--- src/design/vgm_csi_pkg.sv ---
// Shared types, command codes and helpers for the VGM command stream interpreter.
// No dependencies; imported by the parser, the line divider and the top level.
`timescale 1ns / 1ps

package vgm_csi_pkg;

   typedef enum logic [2:0] {
      KIND_WAIT    = 3'd0,
      KIND_PORT    = 3'd1,
      KIND_MEM     = 3'd2,
      KIND_END     = 3'd3,
      KIND_UNKNOWN = 3'd4
   } kind_type;

   localparam logic [7:0] CMD_WAIT_LONG  = 8'h61;
   localparam logic [7:0] CMD_WAIT_NTSC  = 8'h62;
   localparam logic [7:0] CMD_WAIT_PAL   = 8'h63;
   localparam logic [7:0] CMD_END        = 8'h66;
   localparam logic [7:0] CMD_DATA_BLOCK = 8'h67;
   localparam logic [7:0] CMD_STREAM_0   = 8'h90;
   localparam logic [7:0] CMD_STREAM_1   = 8'h91;
   localparam logic [7:0] CMD_STREAM_2   = 8'h92;
   localparam logic [7:0] CMD_STREAM_3   = 8'h93;
   localparam logic [7:0] CMD_STREAM_4   = 8'h94;
   localparam logic [7:0] CMD_STREAM_5   = 8'h95;
   localparam logic [7:0] CMD_PORT_WRITE = 8'hBC;
   localparam logic [7:0] CMD_MEM_WRITE  = 8'hC6;
   localparam logic [3:0] CMD_SHORT_WAIT = 4'h7;

   localparam logic [15:0] SAMPLES_NTSC = 16'd735;
   localparam logic [15:0] SAMPLES_PAL  = 16'd882;

   localparam logic [7:0] PORT_SKIP_A   = 8'h0F;
   localparam logic [7:0] PORT_SKIP_B   = 8'h11;
   localparam logic [7:0] PORT_DMA_CTRL = 8'h10;
   localparam int         DMA_ON_BIT    = 5;

   // lines = (samples*120 + 440) / 441; the divide is a multiply by
   // ceil(2^32/441) + 1, exact for every dividend below 2^32/500.
   localparam logic [22:0] LINES_ROUND = 23'd440;
   localparam logic [23:0] LINES_RECIP = 24'd9739156;
   localparam int          LINES_SHIFT = 32;

   localparam logic [2:0] CSR_WAVE_BASE = 3'd0;

   typedef struct packed {
      kind_type    kind;
      logic [15:0] samples;
      logic [7:0]  port_offset;
      logic [15:0] mem_address;
      logic [7:0]  write_data;
      logic        stop_dma;
   } result_type;

   function automatic logic [3:0] operand_count(input logic [7:0] cmd);
      logic [3:0] cnt;
      unique case (cmd)
         CMD_WAIT_LONG:  cnt = 4'd2;
         CMD_PORT_WRITE: cnt = 4'd2;
         CMD_MEM_WRITE:  cnt = 4'd3;
         CMD_DATA_BLOCK: cnt = 4'd6;
         CMD_STREAM_0:   cnt = 4'd4;
         CMD_STREAM_1:   cnt = 4'd4;
         CMD_STREAM_2:   cnt = 4'd5;
         CMD_STREAM_3:   cnt = 4'd10;
         CMD_STREAM_4:   cnt = 4'd1;
         CMD_STREAM_5:   cnt = 4'd4;
         default:        cnt = 4'd0;
      endcase
      return cnt;
   endfunction

endpackage

--- src/design/vgm_csi_parser.sv ---
// Byte-level command parser: holds the stream state and decodes one byte per cycle.
// Depends on vgm_csi_pkg.
`timescale 1ns / 1ps

module vgm_csi_parser (
   input  logic                    clock,
   input  logic                    reset,
   input  logic                    accept,
   input  logic [7:0]              stream_byte,
   input  logic [7:0]              wave_base,
   output logic                    emit,
   output vgm_csi_pkg::result_type result
);
   import vgm_csi_pkg::*;

   logic [7:0]  cmd_ff, cmd_in;
   logic [31:0] bytes_left_ff, bytes_left_in;
   logic [7:0]  op_first_ff, op_first_in;
   logic [7:0]  op_second_ff, op_second_in;
   logic [31:0] block_len_ff, block_len_in;
   logic        halted_ff, halted_in;
   logic [3:0]  new_count;
   logic [15:0] long_samples;

   assign new_count    = operand_count(stream_byte);
   assign long_samples = {stream_byte, op_first_ff};

   always_comb begin
      cmd_in        = cmd_ff;
      bytes_left_in = bytes_left_ff;
      op_first_in   = op_first_ff;
      op_second_in  = op_second_ff;
      block_len_in  = block_len_ff;
      halted_in     = halted_ff;
      emit          = 1'b0;
      result        = '0;
      result.kind   = KIND_WAIT;

      if (accept && !halted_ff) begin
         if (bytes_left_ff == 32'd0) begin
            cmd_in = stream_byte;
            priority if (stream_byte[7:4] == CMD_SHORT_WAIT) begin
               emit           = 1'b1;
               result.samples = {12'd0, stream_byte[3:0]} + 16'd1;
            end else if (stream_byte == CMD_WAIT_NTSC) begin
               emit           = 1'b1;
               result.samples = SAMPLES_NTSC;
            end else if (stream_byte == CMD_WAIT_PAL) begin
               emit           = 1'b1;
               result.samples = SAMPLES_PAL;
            end else if (stream_byte == CMD_END) begin
               emit        = 1'b1;
               result.kind = KIND_END;
            end else if (new_count == 4'd0) begin
               halted_in   = 1'b1;
               emit        = 1'b1;
               result.kind = KIND_UNKNOWN;
            end else begin
               bytes_left_in = {28'd0, new_count};
               op_first_in   = 8'd0;
               op_second_in  = 8'd0;
               if (stream_byte == CMD_DATA_BLOCK) begin
                  block_len_in = 32'd0;
               end
            end
         end else if (cmd_ff == CMD_DATA_BLOCK && op_first_ff == 8'd1) begin
            // skipping data block payload
            bytes_left_in = bytes_left_ff - 32'd1;
            if (bytes_left_ff == 32'd1) begin
               op_first_in = 8'd0;
            end
         end else begin
            bytes_left_in = bytes_left_ff - 32'd1;
            unique case (cmd_ff)
               CMD_WAIT_LONG: begin
                  if (bytes_left_ff == 32'd2) begin
                     op_first_in = stream_byte;
                  end else if (long_samples != 16'd0) begin
                     emit           = 1'b1;
                     result.samples = long_samples;
                  end
               end
               CMD_PORT_WRITE: begin
                  if (bytes_left_ff == 32'd2) begin
                     op_first_in = stream_byte;
                  end else if (op_first_ff != PORT_SKIP_A && op_first_ff != PORT_SKIP_B) begin
                     emit               = 1'b1;
                     result.kind        = KIND_PORT;
                     result.port_offset = op_first_ff;
                     result.write_data  = stream_byte;
                     result.stop_dma    = (op_first_ff == PORT_DMA_CTRL)
                                          && !stream_byte[DMA_ON_BIT];
                  end
               end
               CMD_MEM_WRITE: begin
                  if (bytes_left_ff == 32'd3) begin
                     op_first_in = stream_byte;
                  end else if (bytes_left_ff == 32'd2) begin
                     op_second_in = stream_byte;
                  end else begin
                     emit               = 1'b1;
                     result.kind        = KIND_MEM;
                     result.mem_address = {op_first_ff, op_second_ff}
                                          + {2'b00, wave_base, 6'd0};
                     result.write_data  = stream_byte;
                  end
               end
               CMD_DATA_BLOCK: begin
                  // header bytes 2..5 carry the little-endian payload length
                  unique case (bytes_left_ff)
                     32'd4:   block_len_in[7:0]   = stream_byte;
                     32'd3:   block_len_in[15:8]  = stream_byte;
                     32'd2:   block_len_in[23:16] = stream_byte;
                     32'd1:   block_len_in[31:24] = stream_byte;
                     default: block_len_in        = block_len_ff;
                  endcase
                  if (bytes_left_ff == 32'd1 && block_len_in != 32'd0) begin
                     bytes_left_in = block_len_in;
                     op_first_in   = 8'd1;
                  end
               end
               default: begin
                  // stream control commands: operands are skipped
               end
            endcase
         end
      end
   end

   always_ff @(posedge clock) begin
      if (reset) begin
         cmd_ff        <= 8'd0;
         bytes_left_ff <= 32'd0;
         op_first_ff   <= 8'd0;
         op_second_ff  <= 8'd0;
         block_len_ff  <= 32'd0;
         halted_ff     <= 1'b0;
      end else begin
         cmd_ff        <= cmd_in;
         bytes_left_ff <= bytes_left_in;
         op_first_ff   <= op_first_in;
         op_second_ff  <= op_second_in;
         block_len_ff  <= block_len_in;
         halted_ff     <= halted_in;
      end
   end

endmodule

--- src/design/vgm_csi_lines.sv ---
// Sample count to display line conversion, one registered multiply stage.
// Depends on vgm_csi_pkg.
`timescale 1ns / 1ps

module vgm_csi_lines (
   input  logic        clock,
   input  logic        enable,
   input  logic [15:0] samples,
   output logic [14:0] lines
);
   import vgm_csi_pkg::*;

   logic [22:0] dividend;
   logic [46:0] product;
   logic [14:0] lines_ff;

   // samples*120 as (s<<7) - (s<<3); a zero count yields zero lines
   assign dividend = {samples, 7'd0} - {4'd0, samples, 3'd0} + LINES_ROUND;
   assign product  = {24'd0, dividend} * {23'd0, LINES_RECIP};

   always_ff @(posedge clock) begin
      if (enable) begin
         lines_ff <= product[LINES_SHIFT +: 15];
      end
   end

   assign lines = lines_ff;

endmodule

--- src/design/vgm_command_stream_interpreter_core.sv ---
// VGM command stream interpreter: one stream byte per request.
// Throughput: one request per cycle unless stalled; req_stall rises only when
// both the decode register and the result register are full and rsp_stall is high.
// Results go through the decode register, then the line multiply into the result
// register, after the byte that completes their command.
// Reset (synchronous): parser state, halt flag and wave_base clear; pipeline empties.
`timescale 1ns / 1ps

module vgm_command_stream_interpreter_core (
   input  logic        clock,
   input  logic        reset,
   input  logic        req_valid,
   output logic        req_stall,
   input  logic [7:0]  req_stream_byte,
   output logic        rsp_valid,
   input  logic        rsp_stall,
   output logic [2:0]  rsp_kind,
   output logic [14:0] rsp_wait_lines,
   output logic [7:0]  rsp_port_offset,
   output logic [15:0] rsp_mem_address,
   output logic [7:0]  rsp_write_data,
   output logic        rsp_stop_dma,
   input  logic        csr_psel,
   input  logic        csr_penable,
   input  logic        csr_pwrite,
   input  logic [2:0]  csr_paddr,
   input  logic [31:0] csr_pwdata,
   output logic [31:0] csr_prdata,
   output logic        csr_pready
);
   import vgm_csi_pkg::*;

   logic [7:0] wave_base_reg_ff, wave_base_reg_in;
   logic       accept;
   logic       emit;
   result_type parse_result;
   logic       s1_valid_ff, s1_valid_in;
   result_type s1_ff;
   logic       out_valid_ff, out_valid_in;
   logic       out_en, s1_en;
   kind_type   out_kind_ff;
   logic [7:0] out_port_ff;
   logic [15:0] out_mem_ff;
   logic [7:0] out_data_ff;
   logic       out_stop_ff;

   // configuration port
   assign csr_pready = 1'b1;
   assign csr_prdata = (csr_paddr == CSR_WAVE_BASE) ? {24'd0, wave_base_reg_ff} : 32'd0;

   always_comb begin
      wave_base_reg_in = wave_base_reg_ff;
      if (csr_psel && csr_penable && csr_pwrite && csr_paddr == CSR_WAVE_BASE) begin
         wave_base_reg_in = csr_pwdata[7:0];
      end
   end

   // two-stage pipeline, each stage loads when it is empty or draining
   assign out_en    = !out_valid_ff || !rsp_stall;
   assign s1_en     = !s1_valid_ff || out_en;
   assign req_stall = !s1_en;
   assign accept    = req_valid && s1_en;

   assign s1_valid_in  = s1_en ? (accept && emit) : s1_valid_ff;
   assign out_valid_in = out_en ? s1_valid_ff : out_valid_ff;

   vgm_csi_parser u_parser (
      .clock       (clock),
      .reset       (reset),
      .accept      (accept),
      .stream_byte (req_stream_byte),
      .wave_base   (wave_base_reg_ff),
      .emit        (emit),
      .result      (parse_result)
   );

   vgm_csi_lines u_lines (
      .clock   (clock),
      .enable  (out_en),
      .samples (s1_ff.samples),
      .lines   (rsp_wait_lines)
   );

   always_ff @(posedge clock) begin
      if (reset) begin
         wave_base_reg_ff <= 8'd0;
         s1_valid_ff      <= 1'b0;
         out_valid_ff     <= 1'b0;
      end else begin
         wave_base_reg_ff <= wave_base_reg_in;
         s1_valid_ff      <= s1_valid_in;
         out_valid_ff     <= out_valid_in;
      end
   end

   always_ff @(posedge clock) begin
      if (s1_en) begin
         s1_ff <= parse_result;
      end
      if (out_en) begin
         out_kind_ff <= s1_ff.kind;
         out_port_ff <= s1_ff.port_offset;
         out_mem_ff  <= s1_ff.mem_address;
         out_data_ff <= s1_ff.write_data;
         out_stop_ff <= s1_ff.stop_dma;
      end
   end

   assign rsp_valid       = out_valid_ff;
   assign rsp_kind        = out_kind_ff;
   assign rsp_port_offset = out_port_ff;
   assign rsp_mem_address = out_mem_ff;
   assign rsp_write_data  = out_data_ff;
   assign rsp_stop_dma    = out_stop_ff;

endmodule

--- config.mk ---
export PLATFORM = sky130hd
export DESIGN_NAME = vgm_command_stream_interpreter_core
export DESIGN_NICKNAME = d
export VERILOG_FILES = /design/src/design/vgm_csi_pkg.sv /design/src/design/vgm_csi_parser.sv /design/src/design/vgm_csi_lines.sv /design/src/design/vgm_command_stream_interpreter_core.sv
export SDC_FILE = /design/constraint.sdc
export NUM_CORES = 1
export LEC_CHECK = 0
export BUFFER_PORTS_ARGS = -buffer_cell sky130_fd_sc_hd__buf_2
export CORE_UTILIZATION = 42
export CTS_BUF_LIST = sky130_fd_sc_hd__clkbuf_16
export CTS_CLUSTER_DIAMETER = 50
export DETAILED_ROUTE_END_ITERATION = 8
export PLACE_DENSITY = 0.63
export RECOVER_POWER = 50
export SETUP_SLACK_MARGIN = 0.1
export SKIP_CTS_REPAIR_TIMING = 1
export SLEW_MARGIN = 30
export SYNTH_ARGS = -nofsm -noshare
export SYNTH_HDL_FRONTEND = slang
export SYNTH_SLANG_ARGS = --single-unit
export TNS_END_PERCENT = 20
--- constraint.sdc ---
create_clock -name clock -period 11.2 [get_ports clock]
set_clock_uncertainty 0.05 [all_clocks]
set_input_delay 1.68 -clock clock [delete_from_list [all_inputs] [get_ports clock]]
set_output_delay 1.68 -clock clock [all_outputs]
set_load 0.005 [all_outputs]
==> key figures, run 1 <==
Logic synthesis
  – Synth cell count leaders: inv_1 (283), ha_1 (260), fa_1 (140)
  – Largest area contributor in the netlist: ha_1
  – Post-synth EDFFs: 103
  – Synth unique cells: 76
  – Synth Register Bits: 202
  – Synth top area cells: ha_1 (18%), edfxtp_1 (17%), fa_1 (16%)
  – Synthesis Warnings: 0
  – Dominant synthesized flop cell: edfxtp_1
  – Sequential share of the synthesized area: between 20% and 30%
  – Avg Cell Area, Syn: 9.80 sq um
  – Most common cell in the netlist: inv_1
  – Mapped cell area: 18000 sq um
  – Synthesized instance count: approximately 1800
  – Share of the synthesized area in the top cell type: between 10% and 20%
  – Async SR Flop Fraction: 0%

Routing
  – Remaining DRCs: 0
  – DRT antenna net count: 0
  – First DRT Iteration DRCs: between 700 and 800
  – Routed wire length: ~44000 um
  – Avg WL per Cell: ~18 um
  – Via count: 13400
  – First-pass DRT Iterations: 5
  – Number of vias per cell: between 5 and 6

Floorplan
  – Die Y: 209 um
  – Die ar.: 43600 sq um
  – Top-Level Pins: about 140
  – Initial Utilization: 42.7%
  – Std-Cell Rows: between 70 and 80
  – Chip Width: 209 um
  – Core area: between 40000 and 50000 sq um

Global routing
  – GRT Residual Overflow: 0
  – Largest net degree at the start of global routing: between 70 and 80
  – GR Util All Layers: 20.3%
  – Initial antenna violation count: 0
  – Vias in the first global route: about 14000
  – First-pass GRT wire length: a little over 70000 um

Placed design
  – DP HPWL: between 30000 and 40000 um
  – Global placer's final weighted congestion: approximately 0.9
  – PortBufs: between 80 and 90

Final layout
  – Share of cells above drive strength 1: 8.05%
  – Area delta synth->final: 9.98%
  – N_diodes: 0
  – Layout net count: roughly 2400
  – Number of fill cells in the layout: between 4000 and 5000

Setup path
  – Crit end category: flip-flop
  – Max Fanout on Critical Path: 9
  – CP max stage cell: a311oi_1
  – CP peak stage delay: 0.61 ns
  – Crit path DAT: roughly 10 ns
  – Startpoint Class: flip-flop
  – CP dominant cell by count: fa_1
  – Crit path required time: between 10 and 15 ns
  – WS Path Type: flip-flop to flip-flop

Power and ir drop
  – Total Power: around 5.2 mW
  – Leakage Power: around 9.5 nW
  – Power per standard cell area: 264 nW/um^2
  – Worst vdd ir: about 0.19 mV

Clock tree
  – Num CTS Buffers: 27
  – Clk root buf: clkbuf_16
  – Clk_lat worst skew: approximately 0.57 ns
  – CTS tree: yes
  – Clock Pin Slew Worst Setup and Hold Paths: ~0.060 ns
  – CTS H-Tree Depth: 1
  – Clk sinks: approximately 200
  – Clock Tree Buf Depth: 3

Timing
  – F_max: a little under 0.1 GHz
  – Final setup fails: 0
  – Final hold violation count: 0
  – RSZ-0062 raised after global routing: no
  – Final min period: approximately 10 ns
  – Final worst-path cycle share: about nine tenths
  – Slew Viols, Final: 185
  – Worst slew pin tran: approximately 3.5 ns
  – Slew HR: -134%
  – Setup TNS: 0 ns

Run
  – Total of max-cap violations: 3

Hold path
  – HP Class: flip-flop to flip-flop

Outcome
  – Failing checks: capacitance limit, slew limit
  – Outcome: finished with violations
==> final cells by class <==
type / count / area [sq um] / area share [%]
clock buffers: 28 / 701 / 3.55
clock inverters: 22 / 221 / 1.12
inverters: 283 / 1060 / 5.38
multi-input cells: 1285 / 11500 / 58.1
flip-flops and latches: 202 / 5070 / 25.7
well taps: 539 / 674 / 3.42
repair buffers: 106 / 543 / 2.75
==> logic make-up (layout without fill, tap and decap cells) <==
| family | count (synthesis) | in the layout | share of synthesized area (%) |
|---|---|---|---|
| muxes | 54 | 54 | 3.06 |
| other | 2 | 25 | 0.0418 |
| and+or+nand+nor | 474 | 474 | 13.5 |
| AOI/OAI and AO/OA | 287 | 287 | 10.7 |
| adders and majority gates | 400 | 400 | 33.7 |
| buffers and inverters | 369 | 439 | 8.50 |
| xor gates and xnor gates | 45 | 45 | 2.20 |
| DFF | 202 | 202 | 28.3 |
==> power breakdown <==
part	total, mW	switching [mW]	internal, mW
Clock	0.883	0.353	0.530
Combinational	3.36	2.01	1.35
Sequential	0.968	0.0812	0.887
Total	5.21	2.44	2.77
==> layout by cell type, fill, tap and decap left out, drive strengths merged, types with 12 or more instances in the layout <==
cell / instances
a21oi: 69
a21o: 13
nand3: 26
xnor2: 31
inv: 290
a22oi: 44
nor4: 24
o22ai: 13
and2: 29
o31ai: 22
edfxtp: 103
nand2: 98
nand4: 27
xor2: 14
and3: 33
nand2b: 14
fa: 140
clkbuf: 52
o21ai: 43
a31oi: 12
conb: 25
buf: 82
nor2: 125
nor3: 42
mux2i: 47
dfxtp: 99
ha: 260
==> critical path: cells and delay by family (launching register included) <==
| family | cells | cell delay [ns] |
|---|---|---|
| adder cells (fa/ha/maj) | 9 | 4.02 |
| AO/OA/AOI/OAI | 11 | 3.40 |
| AND/OR/NAND/NOR | 5 | 1.15 |
| buffers and inverters | 5 | 0.55 |
| flip-flops | 1 | 0.44 |
| XOR/XNOR | 1 | 0.35 |
==> metal layers <==
layer	share of wire, %	global-route usage [%]	up-vias
met5	0	0	-
met2	50	36.0	339
met3	4.6	2.60	89
met4	3.7	7.99	0
met1	42	25.0	6558
li1	-	-	6453
==> through the flow <==
step | utilization [%] | hold WS (ns) | worst slack, ns | std cells | instance area (sq um)
finish | 47.0 | 0.360 | 0.995 | 2465 | 19700
global route | 47.0 | 0.372 | 0.162 | 2465 | 19700
detailed placement | 44.9 | 0.355 | 0.761 | 2415 | 18900
CTS | 47.1 | 0.363 | 0.751 | 2465 | 19800
global placement | 44.8 | 0.356 | 0.998 | 2415 | 18900
floorplan | - | 0.350 | 2.58 | 1856 | 18000
==> worst paths after layout <==
check / start / to / slack, ns / cells after the start
worst max-delay path: s1_ff[33]$_SDFFCE_PN0N_ / u_lines.lines[13]$_DFFE_PP_ / 0.99 / 31
worst min-delay path: s1_ff[9]$_SDFFCE_PP0N_ / rsp_mem_address[0]$_DFFE_PP_ / 0.36 / 0
worst max register to register: s1_ff[33]$_SDFFCE_PN0N_ / u_lines.lines[13]$_DFFE_PP_ / 0.99 / 31
worst min register to register: s1_ff[9]$_SDFFCE_PP0N_ / rsp_mem_address[0]$_DFFE_PP_ / 0.36 / 0
==> registers in the layout, indices dropped and copies added (netlist names) <==
name	cells
rsp_mem_address	16
u_parser.halted_ff	1
u_parser.op_second_ff	8
u_parser.bytes_left_ff	32
rsp_write_data	8
s1_ff	52
s1_valid_ff	1
u_parser.cmd_ff	8
u_lines.lines	15
rsp_port_offset	8
wave_base_reg_ff	8
rsp_valid	1
u_parser.block_len_ff	32
rsp_kind	3
u_parser.op_first_ff	8
rsp_stop_dma	1
Note: power is estimated with default switching activity, not from simulation.
==> run 2: changes to the inputs <==
- SYNTH_HIERARCHICAL: default -> 1
==> run 2 against run 1 <==
The run still ends with capacitance limit, slew limit left. Die area rose by 4.3%. Global-route usage rose by 0.90 points. Core utilization fell by 0.23 points. First-iteration DRC count rose by 22%. Clock power rose by 0.9%. Wire length rose by 7.5%.
==> key figures, run 2 <==
Outcome
  – Outcome: finished with violations
  – Failing checks: capacitance limit, slew limit

Clock tree
  – Clk sinks: 202 (unchanged)
  – Clock Tree Buf Depth: 3 (unchanged)
  – Clk_lat worst skew: 0.56 ns (about the same)
  – CTS tree: yes
  – Clock Pin Slew Worst Setup and Hold Paths: 0.06 ns (about the same)
  – Clk root buf: clkbuf_16
  – Num CTS Buffers: 29 (+7.4%)
  – CTS H-Tree Depth: 1 (unchanged)

Timing
  – Worst slew pin tran: 3.45 ns (-0.0606 ns)
  – Setup TNS: 0 ns (unchanged)
  – Final hold violation count: 0 (unchanged)
  – Slew HR: -130% (+4.0 points)
  – F_max: 0.106 GHz (+7.9%)
  – Final min period: 9.46 ns (-0.747 ns)
  – Slew Viols, Final: 176 (-4.9%)
  – Final setup fails: 0 (unchanged)
  – Worst setup margin: 1.74 ns (+0.747 ns)
  – Final worst-path cycle share: 84.5% (-6.7 points)
  – RSZ-0062 raised after global routing: no

Floorplan
  – Core area: 44100 sq um (+5.0%)
  – Die ar.: 45500 sq um (+4.3%)
  – Die Y: 213 um (+2.1%)
  – Top-Level Pins: 136 (unchanged)
  – Initial Utilization: 42.5% (-0.24 points)
  – Chip Width: 213 um (+2.1%)
  – Std-Cell Rows: 77 (+2.7%)

Setup path
  – Max Fanout on Critical Path: 9 (unchanged)
  – CP max stage cell: xnor2_1
  – Crit end category: flip-flop
  – WS Path Type: flip-flop to flip-flop
  – Crit path required time: 11.46 ns (-0.03 ns)
  – Startpoint Class: flip-flop
  – Crit path DAT: 9.72 ns (-0.77 ns)
  – CP peak stage delay: 0.65 ns (+0.04 ns)

Logic synthesis
  – Mapped cell area: 18700 sq um (+4.4%)
  – Most common cell in the netlist: inv_1
  – Synthesis Warnings: 6 (+6)
  – Post-synth EDFFs: 103 (unchanged)
  – Synth Register Bits: 202 (unchanged)
  – Synth cell count leaders: inv_1 (289), ha_1 (259), nand2_1 (180)
  – Sequential share of the synthesized area: 27.1% (-1.2 points)
  – Avg Cell Area, Syn: 9.47 sq um (-3.3%)
  – Share of the synthesized area in the top cell type: 17.3% (-0.82 points)
  – Async SR Flop Fraction: 0% (unchanged)
  – Synth top area cells: ha_1 (17%), edfxtp_1 (17%), fa_1 (15%)
  – Synth unique cells: 92 (+21%)
  – Largest area contributor in the netlist: ha_1
  – Synthesized instance count: 1978 (+7.9%)
  – Dominant synthesized flop cell: edfxtp_1

Routing
  – DRT antenna net count: 0 (unchanged)
  – Number of vias per cell: 5.40 (-1.0%)
  – Avg WL per Cell: 17.6 um (-0.65%)
  – Via count: 14400 (+7.0%)
  – Routed wire length: 47100 um (+7.5%)
  – First-pass DRT Iterations: 5 (unchanged)
  – First DRT Iteration DRCs: 919 (+22%)
  – Remaining DRCs: 0 (unchanged)

Global routing
  – First-pass GRT wire length: 76400 um (+7.9%)
  – Initial antenna violation count: 0 (unchanged)
  – GRT Residual Overflow: 0 (unchanged)
  – Largest net degree at the start of global routing: 79 (+2.6%)
  – GR Util All Layers: 21.2% (+0.90 points)
  – Vias in the first global route: 14700 (+6.8%)

Final layout
  – Share of cells above drive strength 1: 8.78% (+0.73 points)
  – Largest Register: s1_ff
  – Post-Layout Inst Area: 20600 sq um (+4.5%)
  – N_diodes: 0 (unchanged)
  – Top flop regs: s1_ff: 52 flops, u_parser/block_len_ff: 32 flops, u_parser/bytes_left_ff: 32 flops
  – Commonest non-fill, non-tap cell in the layout: inv_1
  – Area delta synth->final: 10.1% (about the same)
  – Most frequent cells in the layout: inv_1 (295), ha_1 (259), nand2_1 (179)
  – Fin util: 46.7% (-0.23 points)
  – Max FFs per register: 52 (unchanged)
  – Layout net count: 2500 (+6.2%)

Placed design
  – Dpl ws: 1.72 ns (+0.956 ns)
  – PortBufs: 86 (unchanged)
  – Placed cell area: 19700 sq um (+4.5%)
  – DP HPWL: 36400 um (+6.9%)
  – Global placer's final weighted congestion: 0.929 (+3.0%)

Power and ir drop
  – Power per standard cell area: 303 nW/um^2 (+15%)
  – Worst vdd ir: 0.302 mV (+60%)
  – Leakage Power: 9.90 nW (+4.1%)

Hold path
  – HP Class: flip-flop to flip-flop

Run
  – Total of max-cap violations: 3 (unchanged)
-- run 2: cell count changes in the layout (fill, tap and decap cells not counted), moves of 10 or more --
cell      previous run  this run
nor3_1              42        52
a22oi_1             44         0
nand3_1             25        46
o21ai_1              5        23
nand2_1             96       179
and3_1              33         8
o31ai_1             22         5
nor2_1             125       104
nand2b_1            13        29
a21oi_1             68       102
inv_1              285       295
-- run 2: cells by family (layout without fill, tap and decap cells) --
logic type | count (synthesis) | after routing | share of synthesized area (%)
adder cells (fa/ha/maj) | 399 | 399 | 32.3
XOR/XNOR | 45 | 45 | 2.10
flip-flops | 202 | 202 | 27.1
AND/OR/NAND/NOR | 575 | 575 | 15.5
buffers and inverters | 373 | 446 | 8.11
other | 2 | 25 | 0.0401
multiplexers | 65 | 65 | 3.65
AO/OA/AOI/OAI | 317 | 317 | 11.2
-- run 2: power by group --
group          internal (mW)  switching (mW)
Clock                  0.529           0.362
Sequential             0.895          0.0984
Combinational           1.65            2.72
-- run 2: final cells by class --
cell class	instances	area (sq um)
multi-input combinational	1426	12300
timing repair buffer	103	523
clock inverter	25	223
clock buffer	29	726
inverter	289	1080
sequential	202	5070
fill	4247	23500
tap	592	741
-- run 2: stage by stage --
stage,hold slack (ns),std cells,total power [mW]
after detailed placement,0.355,2612,5.32
final,0.364,2666,6.25
after floorplan,0.350,2001,4.28
after CTS,0.364,2666,6.27
after global placement,0.353,2612,5.27
after global routing,0.367,2666,6.96
-- run 2: path summary, 6_finish.rpt --
path                        from                            to  slack (ns)  cells past startpoint
min reg2reg  s1_ff[18]$_DFFE_PN_  rsp_mem_address[9]$_DFFE_PP_        0.36                      0
max reg2reg  s1_ff[33]$_DFFE_PN_   u_lines/lines[14]$_DFFE_PP_        1.74                     30
min          s1_ff[18]$_DFFE_PN_  rsp_mem_address[9]$_DFFE_PP_        0.36                      0
max          s1_ff[33]$_DFFE_PN_   u_lines/lines[14]$_DFFE_PP_        1.74                     30
-- run 2: worst max-delay path: cells and delay by family, from the launching register on --
family | cells | cell delay [ns]
buf+inv | 6 | 0.62
flops | 1 | 0.45
compound gates | 11 | 2.72
simple gates | 2 | 0.38
xor+xnor | 1 | 0.65
fa+ha+maj | 10 | 4.36
-- run 2: metal layers --
metal | global-route usage (%) | routed length [um] | up-vias
met4 | 6.67 | 1250 | 0
met3 | 3.03 | 2670 | 92
li1 | - | - | 6919
met1 | 27.1 | 20200 | 6947
met2 | 36.9 | 23000 | 426
met5 | 0 | 0 | -
